===== src/hw/rtl/mp4stc_pkg.sv =====
// Shared types and command codes of the sample-to-chunk walker.
// No dependencies; every module of the block imports it.
`default_nettype none

package mp4stc_pkg;

	localparam logic [2:0] CMD_LOAD       = 3'd0;
	localparam logic [2:0] CMD_RESTART    = 3'd1;
	localparam logic [2:0] CMD_ADV_SAMPLE = 3'd2;
	localparam logic [2:0] CMD_ADV_CHUNK  = 3'd3;
	localparam logic [2:0] CMD_COUNT      = 3'd4;

	typedef struct packed {
		logic [2:0]  cmd;
		logic [5:0]  entry_index;
		logic [31:0] entry_first_chunk;
		logic [31:0] entry_samples_per_chunk;
		logic [31:0] range_start;
		logic [31:0] range_end;
	} in_word_t;

	typedef struct packed {
		logic [31:0] chunk_now;
		logic [31:0] sample_in_chunk_now;
		logic        position_valid;
		logic [31:0] sample_total;
	} out_word_t;

	// One table entry as held by a ring cell.
	typedef struct packed {
		logic [31:0] first_chunk;
		logic [31:0] per_chunk;
	} entry_t;

	// Control from the sequencer to the range counter.
	typedef struct packed {
		logic clear;
		logic step;
	} cnt_ctl_t;

endpackage

`default_nettype wire


===== src/hw/rtl/mp4stc_count.sv =====
// Range counter that sits at the head of the entry ring.
// Depends on mp4stc_pkg; fed one entry per cycle by the top level.
`default_nettype none

module mp4stc_count #(
	parameter int IDX_W = 6,
	parameter int USE_W = 7
) (
	input  wire                   clk,
	input  wire                   arst_n,
	input  mp4stc_pkg::cnt_ctl_t  ctl,
	input  wire [IDX_W-1:0]       step_idx,
	input  wire [USE_W-1:0]       used_n,
	input  wire [31:0]            range_lo,
	input  wire [31:0]            range_hi,
	input  mp4stc_pkg::entry_t    cur_entry,
	input  wire [31:0]            next_start,
	output logic [31:0]           total
);
	import mp4stc_pkg::*;

	logic        done_q;
	logic        act_s1;
	logic [31:0] span_s1;
	logic [31:0] per_s1;
	logic        act_s2;
	logic [31:0] prod_s2;
	logic [31:0] total_q;

	logic [USE_W-1:0] idx_ext;
	logic        is_used;
	logic        is_last;
	logic [31:0] cover_end;
	logic [31:0] top_chunk;
	logic [31:0] bot_chunk;
	logic        go;

	always_comb begin
		idx_ext    = USE_W'(step_idx);
		is_used    = idx_ext < used_n;
		is_last    = (idx_ext + USE_W'(1)) == used_n;
		// The last entry runs to the end of the chunk number space.
		cover_end  = is_last ? 32'hFFFF_FFFF : (next_start - 32'd1);
		top_chunk  = (range_hi < cover_end) ? range_hi : cover_end;
		bot_chunk  = (range_lo > cur_entry.first_chunk) ? range_lo : cur_entry.first_chunk;
		go         = ctl.step && is_used && !done_q && !(range_hi < range_lo)
		             && (cover_end >= range_lo);
	end

	always_ff @(posedge clk or negedge arst_n) begin
		if (!arst_n) begin
			done_q  <= 1'b0;
			act_s1  <= 1'b0;
			act_s2  <= 1'b0;
			total_q <= 32'd0;
		end else begin
			act_s1 <= go;
			act_s2 <= act_s1;
			if (ctl.clear) begin
				done_q  <= 1'b0;
				total_q <= 32'd0;
			end else begin
				// Once an entry covers the top of the range, later entries add nothing.
				if (go && (cover_end >= range_hi)) begin
					done_q <= 1'b1;
				end
				if (act_s2) begin
					total_q <= total_q + prod_s2;
				end
			end
		end
	end

	always_ff @(posedge clk) begin
		span_s1 <= top_chunk - bot_chunk + 32'd1;
		per_s1  <= cur_entry.per_chunk;
		prod_s2 <= 32'(span_s1 * per_s1);
	end

	assign total = total_q;

endmodule

`default_nettype wire


===== config.mk =====
export PLATFORM = sky130hd
export DESIGN_NAME = mp4stc_count
export DESIGN_NICKNAME = d
export VERILOG_FILES = /design/src/hw/rtl/mp4stc_pkg.sv /design/src/hw/rtl/mp4stc_count.sv
export SDC_FILE = /design/constraint.sdc
export NUM_CORES = 2
export LEC_CHECK = 0
export BUFFER_PORTS_ARGS = -buffer_cell sky130_fd_sc_hd__buf_4
export CAP_MARGIN = 20
export CORE_MARGIN = 4
export CORE_UTILIZATION = 25
export DETAILED_ROUTE_END_ITERATION = 8
export PLACE_DENSITY = 0.51
export SLEW_MARGIN = 20
export SYNTH_ARGS = -nofsm -noshare
export SYNTH_HDL_FRONTEND = slang
export SYNTH_SLANG_ARGS = --single-unit

===== constraint.sdc =====
create_clock -name clk -period 6.9 [get_ports clk]
set_clock_uncertainty 0.15 [all_clocks]
set_input_delay 0.345 -clock clk [delete_from_list [all_inputs] [get_ports clk]]
set_output_delay 0.345 -clock clk [all_outputs]
set_load 0.005 [all_outputs]

==> results by group <==
Run status
  – Outcome: finished, violations left
  – Violated checks: setup timing

Routing
  – DR top layer: met5
  – Remaining routing DRC violations: 0
  – First-pass DRT Iterations: 5
  – Routed wl met3: 2410 um
  – DR vias/cell: 4.40
  – Initial drt markers: 817
  – Post-DRT Antenna Nets: 0
  – Via count: 22,100
  – Drt wl/cell: 16.2 um
  – WL met1: 38,000 um
  – Final wirelength: 81,400 um
  – WL met2: 39,100 um

Logic synthesis
  – Syn_area_per_cell: 8.57 um^2
  – Most common cell in the netlist: inv_1
  – Post-Synthesis Cells: 3,152
  – Syn Nets: 4,089
  – Synth Cell Area: 27,000 um^2
  – Synth unique cells: 72
  – Main area contributors after synthesis: fa_1 30%, ha_1 16%, inv_1 7.9%
  – Ys flop type: dfxtp_1
  – Share of flip-flops with an asynchronous set or reset: 26.7%
  – Post-synth top cells: 566 x inv_1, 410 x fa_1, 395 x nand2_1
  – Post-synthesis sequential area ratio: 10.4%
  – #FFs+latches synth: 131
  – Post-synth EDFFs: 0
  – Synth warn: 0
  – Yosys top cell by area: fa_1
  – Post-synth top area share: 30.4%

Clock tree
  – CTS root buf: clkbuf_16
  – CTS buffer count: 17
  – CTS tree: yes
  – Latest clock arrival within the worst-skew pair: 0.51 ns
  – Clock Tree Buf Depth: 2
  – Clock slew at reported path FFs: 0.06 ns
  – Clk sinks: 131
  – Max H-tree Level: 4

Setup path
  – WS Path Type: reg -> reg
  – CP startpoint kind: flop
  – Worst endpoint data arrival time: 7.23 ns
  – Worst path max stage delay: 0.55 ns
  – Crit-path most repeated cell: fa_1
  – CP Data Required Time: 7.13 ns
  – CP endpoint kind: flop
  – Slowest CP cell: fa_1
  – CP max FO: 9

Final layout
  – Fill count: 11,400
  – Layout cell share with drive strength beyond 1: 19.1%
  – P&R area growth vs syn: 25.9%
  – Fin nets: 4,541
  – Area of the multi-input gates: 22,100 um^2
  – Final Non-Filler Cells: 5,021
  – Register Area: 2860 um^2

STA
  – Fin crit period: 7.00 ns
  – Worst slew pin tran: 0.870 ns
  – Tcrit/Tclk final: 102%
  – Final setup viols: 3
  – Final Max Tran Viols: 0
  – Hold Vio Cnt, Final: 0
  – Setup ws final: -0.105 ns
  – RSZ-0062 raised after global routing: yes
  – Relative slew slack: 42.0%
  – Fmax: 143 MHz

Place
  – Inst Count DP: 4,942
  – Port buffer count: 208
  – GP Congestion: 0.883
  – Hpwl dp: 72,000 um

Floorplan
  – Initial Utilization: 25.2%
  – Core area: 107,000 um^2
  – Ports: 209
  – Die ar.: 113,000 um^2
  – Die Height: 337 um
  – Rows: 120
  – Die span in x: 337 um

Job
  – Max cap viols: 0

GRT
  – Largest net degree at the start of global routing: 43
  – First-pass GRT wire length: 130,000 um
  – Total congestion overflow: 0
  – GR Util All Layers: 14.6%
  – Initial antenna violation count: 5
  – Number of global-route vias before repair: 23,100

Hold path
  – Min-Delay Path Class: in -> reg
[metal layers]
layer | vias up | global-route usage, %
li1 | 10900 | -
met1 | 10800 | 19.2
met2 | 346 | 25.3
met3 | 75 | 2.02
met4 | 6 | 4.10
met5 | - | 0
[cell type report]
type | instances | share of cell area [%]
multi-input cells | 2337 | 65.0
clock buffers | 18 | 1.26
diodes | 1 | 0.00736
inverters | 566 | 6.25
repair buffers | 551 | 13.4
well taps | 1403 | 5.17
clock inverters | 14 | 0.501
flip-flops and latches | 131 | 8.43
[cells in the final DEF, fill, tap and decap left out, drive strengths merged, types with 18 or more instances in the layout]
cell type,n
nor3,18
nor2,167
buf,518
nand4,19
inv,573
a21o,64
o21a,22
nand2b,18
a21oi,157
clkbuf,18
a31oi,26
ha,350
xor2,46
dfrtp,35
dlygate4sd3,33
xnor2,118
dfxtp,96
fa,410
nand2,396
o21ai,62
nand3,27
and2,225
[worst max-delay path, delay by kind of cell (launching register included)]
family	cells	cell delay (ns)
compound gates	5	1.08
buf+inv	6	0.35
simple gates	5	0.70
fa+ha+maj	9	4.24
flops	1	0.34
[cell families after synthesis]
kind of cell	share of synthesized area, %
buf+inv	9.52
fa+ha+maj	46.6
mux	0.672
xor+xnor	5.32
compound gates	10.5
flops	10.4
simple gates	17.0
[timing repair]
item                                   CTS  global route
pin swaps                                8            62
gates resized for setup                 39           126
endpoints found under the hold margin   67             0
setup endpoints to repair                6            20
cloned                                   0             1
buffers inserted                         5             8
hold buffers                            33             0
[path summary, 6_finish.rpt]
path / start / endpoint / slack [ns] / depth (start not counted)
min in group asynchronous: arst_n / total[9] / 0.29 / 2
min reg2reg: act_s1 / act_s2 / 0.20 / 0
max: per_s1[4] / prod_s2[28] / -0.10 / 25
max reg2reg: per_s1[4] / prod_s2[28] / -0.10 / 25
max in group asynchronous: arst_n / total[27] / 5.93 / 2
min: ctl[0] / act_s1 / 0.07 / 3
[state kept, by name (all words and copies together), names as in the netlist]
register	flops
prod_s2	32
total	32
done_q	1
act_s1	1
act_s2	1
per_s1	32
span_s1	32
[stage by stage]
step	setup TNS [ns]	hold slack [ns]	setup slack (ns)	util (%)	cell area, um^2
6_report	-0.172	0.0654	-0.105	31.7	34000
2_1_floorplan	-0.00587	-0.101	-0.00587	-	27100
4_1_cts	-0.122	0.0347	-0.0976	31.2	33500
5_1_grt	-0.954	0.0619	-0.336	31.7	34000
3_5_place_dp	-3.68	0.185	-0.437	30.2	32400
3_3_place_gp	-2.28	0.184	-0.346	30.2	32400
Power is not shown: default switching activity piles up to over one toggle a cycle in this logic, so the estimate is an artifact.
