`src/hw/rtl/mp4stc_pkg.sv`:
```
// Shared types and command codes of the sample-to-chunk walker.
// No dependencies; every module of the block imports it.
`default_nettype none

package mp4stc_pkg;

	localparam logic [2:0] CMD_LOAD       = 3'd0;
	localparam logic [2:0] CMD_RESTART    = 3'd1;
	localparam logic [2:0] CMD_ADV_SAMPLE = 3'd2;
	localparam logic [2:0] CMD_ADV_CHUNK  = 3'd3;
	localparam logic [2:0] CMD_COUNT      = 3'd4;

	typedef struct packed {
		logic [2:0]  cmd;
		logic [5:0]  entry_index;
		logic [31:0] entry_first_chunk;
		logic [31:0] entry_samples_per_chunk;
		logic [31:0] range_start;
		logic [31:0] range_end;
	} in_word_t;

	typedef struct packed {
		logic [31:0] chunk_now;
		logic [31:0] sample_in_chunk_now;
		logic        position_valid;
		logic [31:0] sample_total;
	} out_word_t;

	// One table entry as held by a ring cell.
	typedef struct packed {
		logic [31:0] first_chunk;
		logic [31:0] per_chunk;
	} entry_t;

	// Control from the sequencer to the range counter.
	typedef struct packed {
		logic clear;
		logic step;
	} cnt_ctl_t;

endpackage

`default_nettype wire

```
`src/hw/rtl/mp4stc_cell.sv`:
```
// One cell of the entry ring: holds a single table entry.
// Depends on mp4stc_pkg for the entry type.
`default_nettype none

module mp4stc_cell (
	input  wire                 clk,
	input  wire                 shift,
	input  wire                 load,
	input  mp4stc_pkg::entry_t  load_entry,
	input  mp4stc_pkg::entry_t  next_entry,
	output mp4stc_pkg::entry_t  entry
);
	import mp4stc_pkg::*;

	entry_t entry_q;

	// Loads happen only while the ring rests; shifts only during a sweep.
	always_ff @(posedge clk) begin
		if (load) begin
			entry_q <= load_entry;
		end else if (shift) begin
			entry_q <= next_entry;
		end
	end

	assign entry = entry_q;

endmodule

`default_nettype wire

```
`config.mk`:
```
export PLATFORM = sky130hd
export DESIGN_NAME = mp4stc_cell
export DESIGN_NICKNAME = d
export VERILOG_FILES = /design/src/hw/rtl/mp4stc_pkg.sv /design/src/hw/rtl/mp4stc_cell.sv
export SDC_FILE = /design/constraint.sdc
export NUM_CORES = 1
export LEC_CHECK = 0
export ABC_AREA = 1
export ABC_CLOCK_PERIOD_IN_PS = 1900
export BUFFER_PORTS_ARGS = -buffer_cell sky130_fd_sc_hd__buf_4
export CAP_MARGIN = 20
export CORE_MARGIN = 2
export CORE_UTILIZATION = 42
export CTS_BUF_LIST = sky130_fd_sc_hd__clkbuf_8
export DETAILED_ROUTE_END_ITERATION = 16
export GPL_ROUTABILITY_DRIVEN = 1
export MAX_ROUTING_LAYER = met4
export PLACE_DENSITY = 0.82
export SYNTH_ARGS = -nofsm -noshare
export SYNTH_HDL_FRONTEND = slang
export SYNTH_SLANG_ARGS = --single-unit
```
`constraint.sdc`:
```
create_clock -name clk -period 1.9 [get_ports clk]
set_input_delay 0.38 -clock clk [delete_from_list [all_inputs] [get_ports clk]]
set_output_delay 0.38 -clock clk [all_outputs]
set_load 0.03 [all_outputs]
```
==> results of run 1 <==
logic make-up (layout without fill, tap and decap cells):
group	after synthesis	after routing
flops	64	64
buf+inv	14	212
simple gates	193	193
power by group:
part	internal (W)	switching, W	total, W
registers	0.00174	0.0000433	0.00178
clock network	0.000436	0.000445	0.000881
logic	0.000407	0.000543	0.000951
total	0.00258	0.00103	0.00361
stage by stage:
stage / setup slack [ns] / utilization (%)
6_report: 0.6226 / 69.22
5_1_grt: 0.5863 / 69.22
4_1_cts: 0.6053 / 69.22
3_5_place_dp: 0.4180 / 66.98
3_3_place_gp: 0.4385 / 66.98
2_1_floorplan: 0.1592 / -
worst max-delay path by stage:
stage | start | to | slack, ns | depth (start not counted)
2_1_floorplan | load | entry[0] | 0.16 | 2
3_3_place_gp | load | entry[63] | 0.44 | 3
3_5_place_dp | load | entry[26] | 0.42 | 3
4_1_cts | entry[62] | entry[62] | 0.61 | 1
5_1_grt | entry[20] | entry[20] | 0.59 | 1
6_report | entry[62] | entry[62] | 0.62 | 1
Yosys cell counts:
cell      number  area share, %
inv_2          1           0.14
or2_2          1           0.23
edfxtp_1      64             70
buf_6          6            2.5
nand2_1      192             26
buf_2          7            1.3
cell type report:
| type | instances | share of cell area, % |
|---|---|---|
| multi-input combinational | 193 | 16.54 |
| tap | 77 | 2.192 |
| clock inverter | 5 | 0.4270 |
| sequential | 64 | 43.72 |
| inverter | 1 | 0.08540 |
| timing repair buffer | 197 | 34.22 |
| clock buffer | 9 | 2.818 |
routing by layer:
layer / GRT usage [%] / share of wire [%] / vias up
met5: - / 0 / -
met4: 12.12 / 3.5 / 0
met3: 5.156 / 8.4 / 26
met2: 37.14 / 53 / 141
met1: 22.19 / 35 / 1121
li1: - / - / 1256
placed cells by master, fill, tap and decap left out, drive strengths merged:
cell	n
inv	3
buf	197
edfxtp	64
clkinv	3
clkbuf	9
or2	1
nand2	192
==> results.txt, run 1 <==
The worst-case hold slack was 0.3239 ns; the placement row count was 29. During I/O placement, the number of pins put on the boundary was 195. Global routing used 21.46% of the available tracks across all layers. The run gives 11560 µm as the wire length of the first global-routing pass. The worst endpoint required time came out at 1.52 ns.

Via count of the first global-routing pass: 2572. After Yosys synthesis, XOR and XNOR cells account for 0% of the synthesized area. The Yosys step of the flow raised 0 warnings.

The average footprint of a synthesized cell works out to 10.17 µm². The tools report the hold path endpoint as entry[55]. By area, the combinational part of the netlist is dominated by simple AND/OR/NAND/NOR gates. The tools report the total negative setup slack as 0 ns.

The worst setup path is launched from a flip-flop. Dividing total power by cell area gives a power density of 821.4 mW/mm². Setup repair after global routing left no endpoint under its margin.

The post-synthesis share of cell area spent on and, or, nand and nor gates is 26.39%. The number of gates given a new drive strength after cts is 0, and the fmax is 782.8 MHz. The horizontal die dimension is 84.99 µm, and the worst IR drop on VDD is 489.8 µV. The startpoint identified for the worst hold timing path is next_entry[55]. The number of DRC violations after detailed-routing iteration 0 is 74. Of the total synthesized cell area, the portion taken by full adders, half adders and majority gates is 0%. Sequential elements use 69.75% of the synthesized area. The number of buffer and inverter instances along the worst setup path works out to 1. After the last flow step, the layout net total stands at 597. At the pin with the least slew margin, the transition time is 0.4242 ns. The layout cell share with drive strength beyond 1 came out at 44.35%. Counting tap cells, the placed design contains a total of 532 instances. The die covers 0.007223 mm². The worst hold path cell count is 3, and the die height is 84.99 µm. Grouping stages by cell kind, the critical path spends the most delay in flip-flops.

Measured against its own limit, the worst slew margin works out to 71.72%. The run gives 726.9 µm² as the combined area of the multi-input logic cells. The number of antenna diodes in the final layout is 0. The final standard cell area without fillers was 0.004395 mm². The post-synthesis compound-gate area fraction is 0%, and the total design power is 0.003610 W. The tools report the cell at the root of the clock tree as clkbuf_8. Dividing the detail-routed via count by the number of cells gives 4.659. The remaining design rule violation count was 0. Input and output buffers added on the ports amount to 194.

For this run, the detailed router's first-pass iteration total came to 4. The tools report the number of distinct library cells after synthesis as 6. The worst path uses 67.23% of the clock period. Counting the fill cells in the layout gives 494. Counting every sink on the clock net gives 64. Number of max-slew violations in the final report: 0. The final-report hold violation count was 0; the arrival time at the worst endpoint was 0.90 ns. STA classifies the critical path endpoint as an output port. In this design, the stage delay of the slowest critical-path cell is 0.40 ns. In this run the cell area of the synthesized design comes to 0.002755 mm². When the netlist entered floorplanning its net count stood at 402.

Clock-pin slew was measured on the worst setup and hold paths at 0.06 ns. The run gives 0 as the final count of negative-setup-slack endpoints. The path class of the tightest hold or removal check is input port to flip-flop.

Summing all flip-flop and latch instances after layout gives 0.001922 mm². The clock passes through at most 2 buffers. The critical-path maximum fanout works out to 1. The worst path in the final design needs a cycle of 1.277 ns, including I/O delays and setup.

The signal on the critical path passes through buf_4. In this run, post-CTS hold repair placed 0 buffers. The number of buffers created by CTS came out at 9.

The tools report the number of max-capacitance violations reported as 0. The final standard cell count with taps included and fillers excluded was 546. Summing all placed instances gives a cell area of 0.004253 mm². The area growth from synthesis to layout was 59.54%; the residual antenna-violating net count after detailed routing was 0.

Among all stages on the critical path, the largest delay is contributed by edfxtp_1. The congestion estimate from routability-driven global placement came to 0.7991. The effective utilization at floorplan came out at 43.39%. Summed over all layers, the global routing overflow is 0. The number of H-tree levels came out at 3.

The flow ran to the end, and the final reports show no timing, DRC or antenna violations. TritonCTS built the clock tree. The half-perimeter wire length after placement came out at 5612 µm. Synthesis handed over a netlist of 271 instances.

Static leakage: 2.268 nW. Number of antenna violations at the first check in global routing: 0. By startpoint and endpoint, the worst setup path is classified as flip-flop to output port. The register with the most flip-flops in the layout has 64 of them. Entering global routing, the biggest net connects 65 pins. The number of setup buffers added after CTS is 0. The average wire length per cell after detail routing was 13.67 µm. The number of vias after detailed routing is 2544. The multiplexer share of the synthesized area is 0%, and the post-synthesis register bit count is 64.

The floorplan step defined a core boundary enclosing 0.006350 mm². The post-detailed-routing wire length came out at 7464 µm.
Note: power is estimated with default switching activity, not from simulation.
==> inputs of run 2 (changes only) <==
--- a/config.mk
+++ b/config.mk
@@ -6,7 +6,7 @@
 export NUM_CORES = 1
 export LEC_CHECK = 0
 export ABC_AREA = 1
-export ABC_CLOCK_PERIOD_IN_PS = 1900
+export ABC_CLOCK_PERIOD_IN_PS = 1260
 export BUFFER_PORTS_ARGS = -buffer_cell sky130_fd_sc_hd__buf_4
 export CAP_MARGIN = 20
 export CORE_MARGIN = 2
==> constraint.sdc (replaced) <==
create_clock -name clk -period 1.26 [get_ports clk]
set_input_delay 0.252 -clock clk [delete_from_list [all_inputs] [get_ports clk]]
set_output_delay 0.252 -clock clk [all_outputs]
set_load 0.03 [all_outputs]
==> results.txt, run 2 (synthesis gave the netlist of run 1 again) <==
The library cells used most frequently in the layout, excluding fill and tap cells, are buf_4 (196), nand2_1 (192), edfxtp_1 (64). The run gives 0.006350 mm² (unchanged) as the floorplan core area. For the number of buffers created by CTS, the log shows 9 (unchanged). The number of gates given a new drive strength after cts was 0 (unchanged). The tools report the utilization of the core after routing as 69.69% (+0.47 points). The count of hold-fix buffers inserted at cts came out at 0 (unchanged). Worst relative slew slack: 74.44% (+2.7 points). The internal power summed over all cells is 0.003897 W (+51%), and the global-route usage over all layers is 20.78% (-0.68 points).

The count of buffers from port buffering came out at 194 (unchanged). For the effective utilization at floorplan, the log shows 43.39% (unchanged). The run gives 2510 (-1.3%) as the number of vias after detailed routing.

The wire length of the first global-routing pass was 11160 µm (-3.5%); the power dissipated by switching net loads was 0.001556 W (+51%). The worst-case setup slack after placement came out at 0.1544 ns (-0.2636 ns). The critical-path maximum fanout was 1 (unchanged); the share of total power in combinational logic was 26.5% (+0.2 points). The signal on the critical path passes through buf_4. The fraction of power spent switching nets is 28.53% (-0.056 points). The tools report the part of the power in registers as 49.2% (about the same).

The logs give 0 (unchanged) for the number of antenna violations at the first check in global routing and 35.87% (-1.3 points) for the met2 usage. The total inserted antenna cells is 0 (unchanged), and the arrival time at the worst endpoint is 0.90 ns (about the same). The layout net count came out at 599 (+0.34%). The routed via count divided by cell count works out to 4.580 (-1.7%). The clock transition time at the flip-flop clock pins of the worst setup and hold paths is 0.06 ns (about the same). The static leakage is 2.284 nW (+0.70%), and the met3 usage is 7.004% (+1.8 points). For the final count of negative-setup-slack endpoints, the log shows 0 (unchanged). Peak-usage layer in the global routing report: met2. Following the worst setup path forward leads to its endpoint at entry[11].

The average wire length per cell after detail routing is 13.34 µm (-2.4%), and the I/O pin count is 195 (unchanged). The clock share of power was 24.3% (about the same). The final weighted congestion in routability-driven placement was 0.7813 (-2.2%).

The run gives 548 (+0.37%) as the final standard cell count with taps included and fillers excluded. The highest-delay cell along the critical path was edfxtp_1. The number of setup buffers added after CTS was 0 (unchanged). Number of H-tree levels: 3 (unchanged). The residual antenna-violating net count after detailed routing is 0 (unchanged). On the critical path the largest part of the delay comes from flip-flops. Remaining design rule violation count: 0 (unchanged). Layout cell share with drive strength beyond 1: 44.59% (+0.24 points).

The number of buffer and inverter instances along the worst setup path came out at 1 (unchanged). The overall die area was 0.007223 mm² (unchanged). The horizontal die dimension is 84.99 µm (unchanged).

The endpoint kind of the worst setup timing path is an output port. The biggest cell delay along the critical path is 0.39 ns (about the same). The area growth from synthesis to layout was 60.63%. The cell at the root of the clock tree is clkbuf_8. The tools report the placement row count as 29 (unchanged). The flow ran to the end, and the final reports show no timing, DRC or antenna violations.

The power per standard cell area works out to 1232 mW/mm² (+50%). Worst IR drop on VDD: 652.0 µV (+33%). The run gives 2433 (-5.4%) as the via count of the first global-routing pass. The logs give 0 (unchanged) for the final-report hold violation count and 534 (+0.38%) for the cell count after placement. The kind of critical path was flip-flop to output port. The number of logic stages on the critical path including buffering was 1 (unchanged); the met1 demand-to-capacity share in global routing was 21.64% (-0.55 points). TritonCTS built the clock tree.

Tracing the worst setup path back leads to its startpoint at entry[11]. Setup repair after global routing left no endpoint under its margin. The share of the cycle needed by the critical path after routing is 91.45%, and the detailed-routing iteration count for the pre-antenna-repair pass is 4 (unchanged). The final worst-path setup slack came out at 0.1077 ns (-0.5148 ns). The run gives 0 (unchanged) as the number of max-capacitance violations reported. The tools report the worst endpoint required time as 1.01 ns (-0.51 ns). The logs give 867.9 MHz for the fmax and 95 (+28%) for the number of DRC violations after detailed-routing iteration 0. The clock tree buffer depth was 2 (unchanged); the final critical path time including I/O delays and setup was 1.152 ns. The number of flip-flops in the largest register works out to 64 (unchanged). The type of the tightest min-delay check is input port to flip-flop.

The run gives 5554 µm (-1.0%) as the half-perimeter wire length after placement. The pin slew with the least headroom to its limit is 0.3834 ns (-0.04083 ns), and the largest net degree at the start of global routing is 65 (unchanged). The clock sink total came out at 64 (unchanged). Global route total overflow: 0 (unchanged).

The most frequent standard cell in the layout excluding fill and tap cells is buf_4. The tools report the startpoint type of the worst setup path as a flip-flop. For the number of max-slew violations in the final report, the log shows 0 (unchanged).

The die height was 84.99 µm (unchanged). The tools report the post-detailed-routing wire length as 7311 µm (-2.0%).
run 2: worst min path at each step:
stage,startpoint,to,slack [ns],cells past startpoint
3_3_place_gp,next_entry[4],entry[4],0.52,3
5_1_grt,next_entry[44],entry[44],0.17,3
2_1_floorplan,next_entry[0],entry[0],0.43,2
4_1_cts,next_entry[59],entry[59],0.17,3
3_5_place_dp,next_entry[19],entry[19],0.52,3
6_report,next_entry[59],entry[59],0.19,3
run 2: cell type report:
cell class,count,area (µm²)
clock buffer,9,123.9
clock inverter,5,18.77
fill,498,1924
inverter,1,3.754
multi-input combinational,193,729.5
sequential,64,1922
tap,77,96.34
timing repair buffer,199,1531
run 2: per-layer routing:
| layer | wire, µm | vias to the layer above |
|---|---|---|
| met4 | 129 | 0 |
| met1 | 2646 | 1110 |
| met5 | 0 | - |
| li1 | - | 1262 |
| met3 | 691 | 10 |
| met2 | 3843 | 128 |
run 2: power groups by stage:
stage / Sequential [W] / Clock [W] / Combinational [W]
after global routing: 0.00271 / 0.00146 / 0.00154
final: 0.00268 / 0.00132 / 0.00144
after floorplan: 0.00321 / 0 / 0.000240
after CTS: 0.00269 / 0.00136 / 0.00146
after detailed placement: 0.00273 / 0 / 0.00146
after global placement: 0.00271 / 0 / 0.00143
run 2: per-stage QoR:
step / hold slack [ns] / cell area (µm²) / TNS (ns) / power, W
4_1_cts: 0.1728 / 4425 / 0 / 0.005510
3_5_place_dp: 0.5202 / 4283 / 0 / 0.004186
3_3_place_gp: 0.5170 / 4283 / 0 / 0.004148
2_1_floorplan: 0.4306 / 2766 / -0.7542 / 0.003452
6_report: 0.1881 / 4425 / 0 / 0.005452
5_1_grt: 0.1686 / 4425 / 0 / 0.005700
==> inputs of run 3 (changes only) <==
--- a/config.mk
+++ b/config.mk
@@ -16,6 +16,7 @@
 export GPL_ROUTABILITY_DRIVEN = 1
 export MAX_ROUTING_LAYER = met4
 export PLACE_DENSITY = 0.82
+export REMOVE_ABC_BUFFERS = 1
 export SYNTH_ARGS = -nofsm -noshare
 export SYNTH_HDL_FRONTEND = slang
 export SYNTH_SLANG_ARGS = --single-unit
==> results.txt, run 3 (synthesis gave the netlist of run 1 again) <==
The flow ran to the end, and the final reports show no timing, DRC or antenna violations. Wire length of the first global-routing pass: 11640 µm (+4.3%). The clock transition time at the flip-flop clock pins of the worst setup and hold paths was 0.06 ns (about the same); the total design power was 0.005460 W (+0.13%). The logs give 0 (unchanged) for the number of setup buffers added after CTS and 2.288 nW (+0.17%) for the static leakage. The via count of the first global-routing pass is 2563 (+5.3%). TritonCTS built the clock tree. The pin slew with the least headroom to its limit was 0.3328 ns (-0.05060 ns). The run gives 0.001922 mm² (unchanged) as the sequential standard cell area. The final critical path time including I/O delays and setup is 1.130 ns (-0.02245 ns), and the half-perimeter wire length after placement is 5802 µm (+4.5%). Layout net count: 600 (+0.17%).

Cell family with the largest share of critical-path delay: flip-flops. The layout cell share with drive strength beyond 1 is 44.70% (+0.12 points), and the final weighted congestion in routability-driven placement is 0.7957 (+1.8%). The global-route usage over all layers was 21.41% (+0.63 points). The worst endpoint required time is 1.01 ns (about the same), and the total inserted antenna cells is 0 (unchanged). The run gives 0.1302 ns (+0.02245 ns) as the final worst-path setup slack. The final standard cell count with taps included and fillers excluded was 549 (+0.18%).

The power per standard cell area is 1232 mW/mm² (about the same), and the number of max-capacitance violations reported is 0 (unchanged). The number of DRC violations after detailed-routing iteration 0 was 91 (-4.2%); the die height was 84.99 µm (unchanged). The clock tree buffer depth was 2 (unchanged). The final count of negative-setup-slack endpoints was 0 (unchanged); the biggest cell delay along the critical path was 0.38 ns (about the same). The number of vias after detailed routing is 2494 (-0.64%), and the horizontal die dimension is 84.99 µm (unchanged). Leaving out fill and tap cells, the most frequent cells in the layout are buf_4 (197), nand2_1 (192), edfxtp_1 (64). Arrival time at the worst endpoint: 0.88 ns (-0.02 ns). The number of H-tree levels is 3 (unchanged), and the number of flip-flops in the largest register is 64 (unchanged).

The total of fill cells in the finished design was 498 (unchanged); the floorplan core area was 0.006350 mm² (unchanged). The average wire length per cell after detail routing was 13.45 µm (+0.81%); the effective utilization at floorplan was 43.39% (unchanged). The combined area of the multi-input logic cells was 726.9 µm² (-0.34%); the critical-path maximum fanout was 1 (unchanged). The number of max-slew violations in the final report was 0 (unchanged); the clock sink total was 64 (unchanged).

The logs give 0 (unchanged) for the global route total overflow and 0 (unchanged) for the number of gates given a new drive strength after cts. The library cell used most frequently in the layout, excluding fill and tap cells, is buf_4. The number of antenna violations at the first check in global routing was 0 (unchanged). The area growth from synthesis to layout was 60.81%.

The kind of critical path is flip-flop to output port. The cell at the root of the clock tree is clkbuf_8. The tools report the largest net degree at the start of global routing as 34 (-48%).

Worst relative slew slack: 77.81% (+3.4 points). The I/O pin count was 195 (unchanged). The critical path goes through buf_4. STA classifies the critical path startpoint as a flip-flop. The tools report the placement row count as 29 (unchanged).

The logs give 0 (unchanged) for the residual antenna-violating net count after detailed routing and 0 (unchanged) for the remaining design rule violation count. The worst-case setup slack after placement was 0.07039 ns (-0.08402 ns). The tools report the worst IR drop on VDD as 726.8 µV (+11%). Among all stages on the critical path, the largest delay is contributed by edfxtp_1. The number of buffers created by CTS is 9 (unchanged), and the cell count after placement is 535 (+0.19%). The placement-stage cell area is 0.004288 mm² (+0.12%), and the number of buffer and inverter instances along the worst setup path is 1 (unchanged).

Final-report hold violation count: 0 (unchanged). The endpoint kind of the worst setup timing path is an output port. The final standard cell area without fillers came out at 0.004431 mm² (+0.11%).

The routed via count divided by cell count was 4.543 (-0.82%). The run gives 4 (unchanged) as the detailed-routing iteration count for the pre-antenna-repair pass. The share of the cycle needed by the critical path after routing is 89.67% (-1.8 points). The logs give 0 (unchanged) for the count of hold-fix buffers inserted at cts and 7384 µm (+1.0%) for the post-detailed-routing wire length. The fmax is 885.1 MHz (+2.0%). The tools report the overall die area as 0.007223 mm² (unchanged). In this run the worst hold path is classified as input port to flip-flop. Setup repair after global routing left no endpoint under its margin.

Count of buffers from port buffering: 194 (unchanged).
[run 3: cell types whose count changed in the layout (fill, tap and decap cells not counted)]
cell   change
buf_4      +1
or2_2      +1
or2_4      -1
[run 3: area by class of cell]
type | instances | share of cell area [%]
Clock buffer | 9 | 2.796
Tap cell | 77 | 2.175
Timing Repair Buffer | 200 | 34.74
Clock inverter | 5 | 0.4236
Sequential cell | 64 | 43.38
Inverter | 1 | 0.08472
Multi-Input combinational cell | 193 | 16.41
[run 3: power by group]
group / internal, W / total, W / switching [W]
Sequential: 0.00262 / 0.00268 / 0.0000637
Combinational: 0.000625 / 0.00145 / 0.000824
Clock: 0.000657 / 0.00133 / 0.000674
Total: 0.00390 / 0.00546 / 0.00156
[run 3: worst paths after layout]
check / startpoint / endpoint / slack, ns / cells after the start
max: entry[10] / entry[10] / 0.13 / 1
min: next_entry[33] / entry[33] / 0.19 / 3
[run 3: tightest hold or removal path, stage by stage]
cell and delay [ns]:
buf_4 0.08, nand2_1 0.04, nand2_1 0.04
[run 3: metrics by stage]
stage	setup TNS (ns)	utilization, %	hold WS, ns
floorplan	-13.63	-	0.4306
global placement	0	67.53	0.5181
detailed placement	0	67.53	0.5191
CTS	0	69.77	0.1814
global route	0	69.77	0.1847
finish	0	69.77	0.1942
[run 3: layer usage]
layer | up-vias | track usage [%] | share of wire [%]
met4 | 0 | 9.091 | 2.7
met3 | 20 | 5.350 | 7.5
met2 | 121 | 38.78 | 54
li1 | 1262 | - | -
met5 | - | - | 0
met1 | 1091 | 21.79 | 36
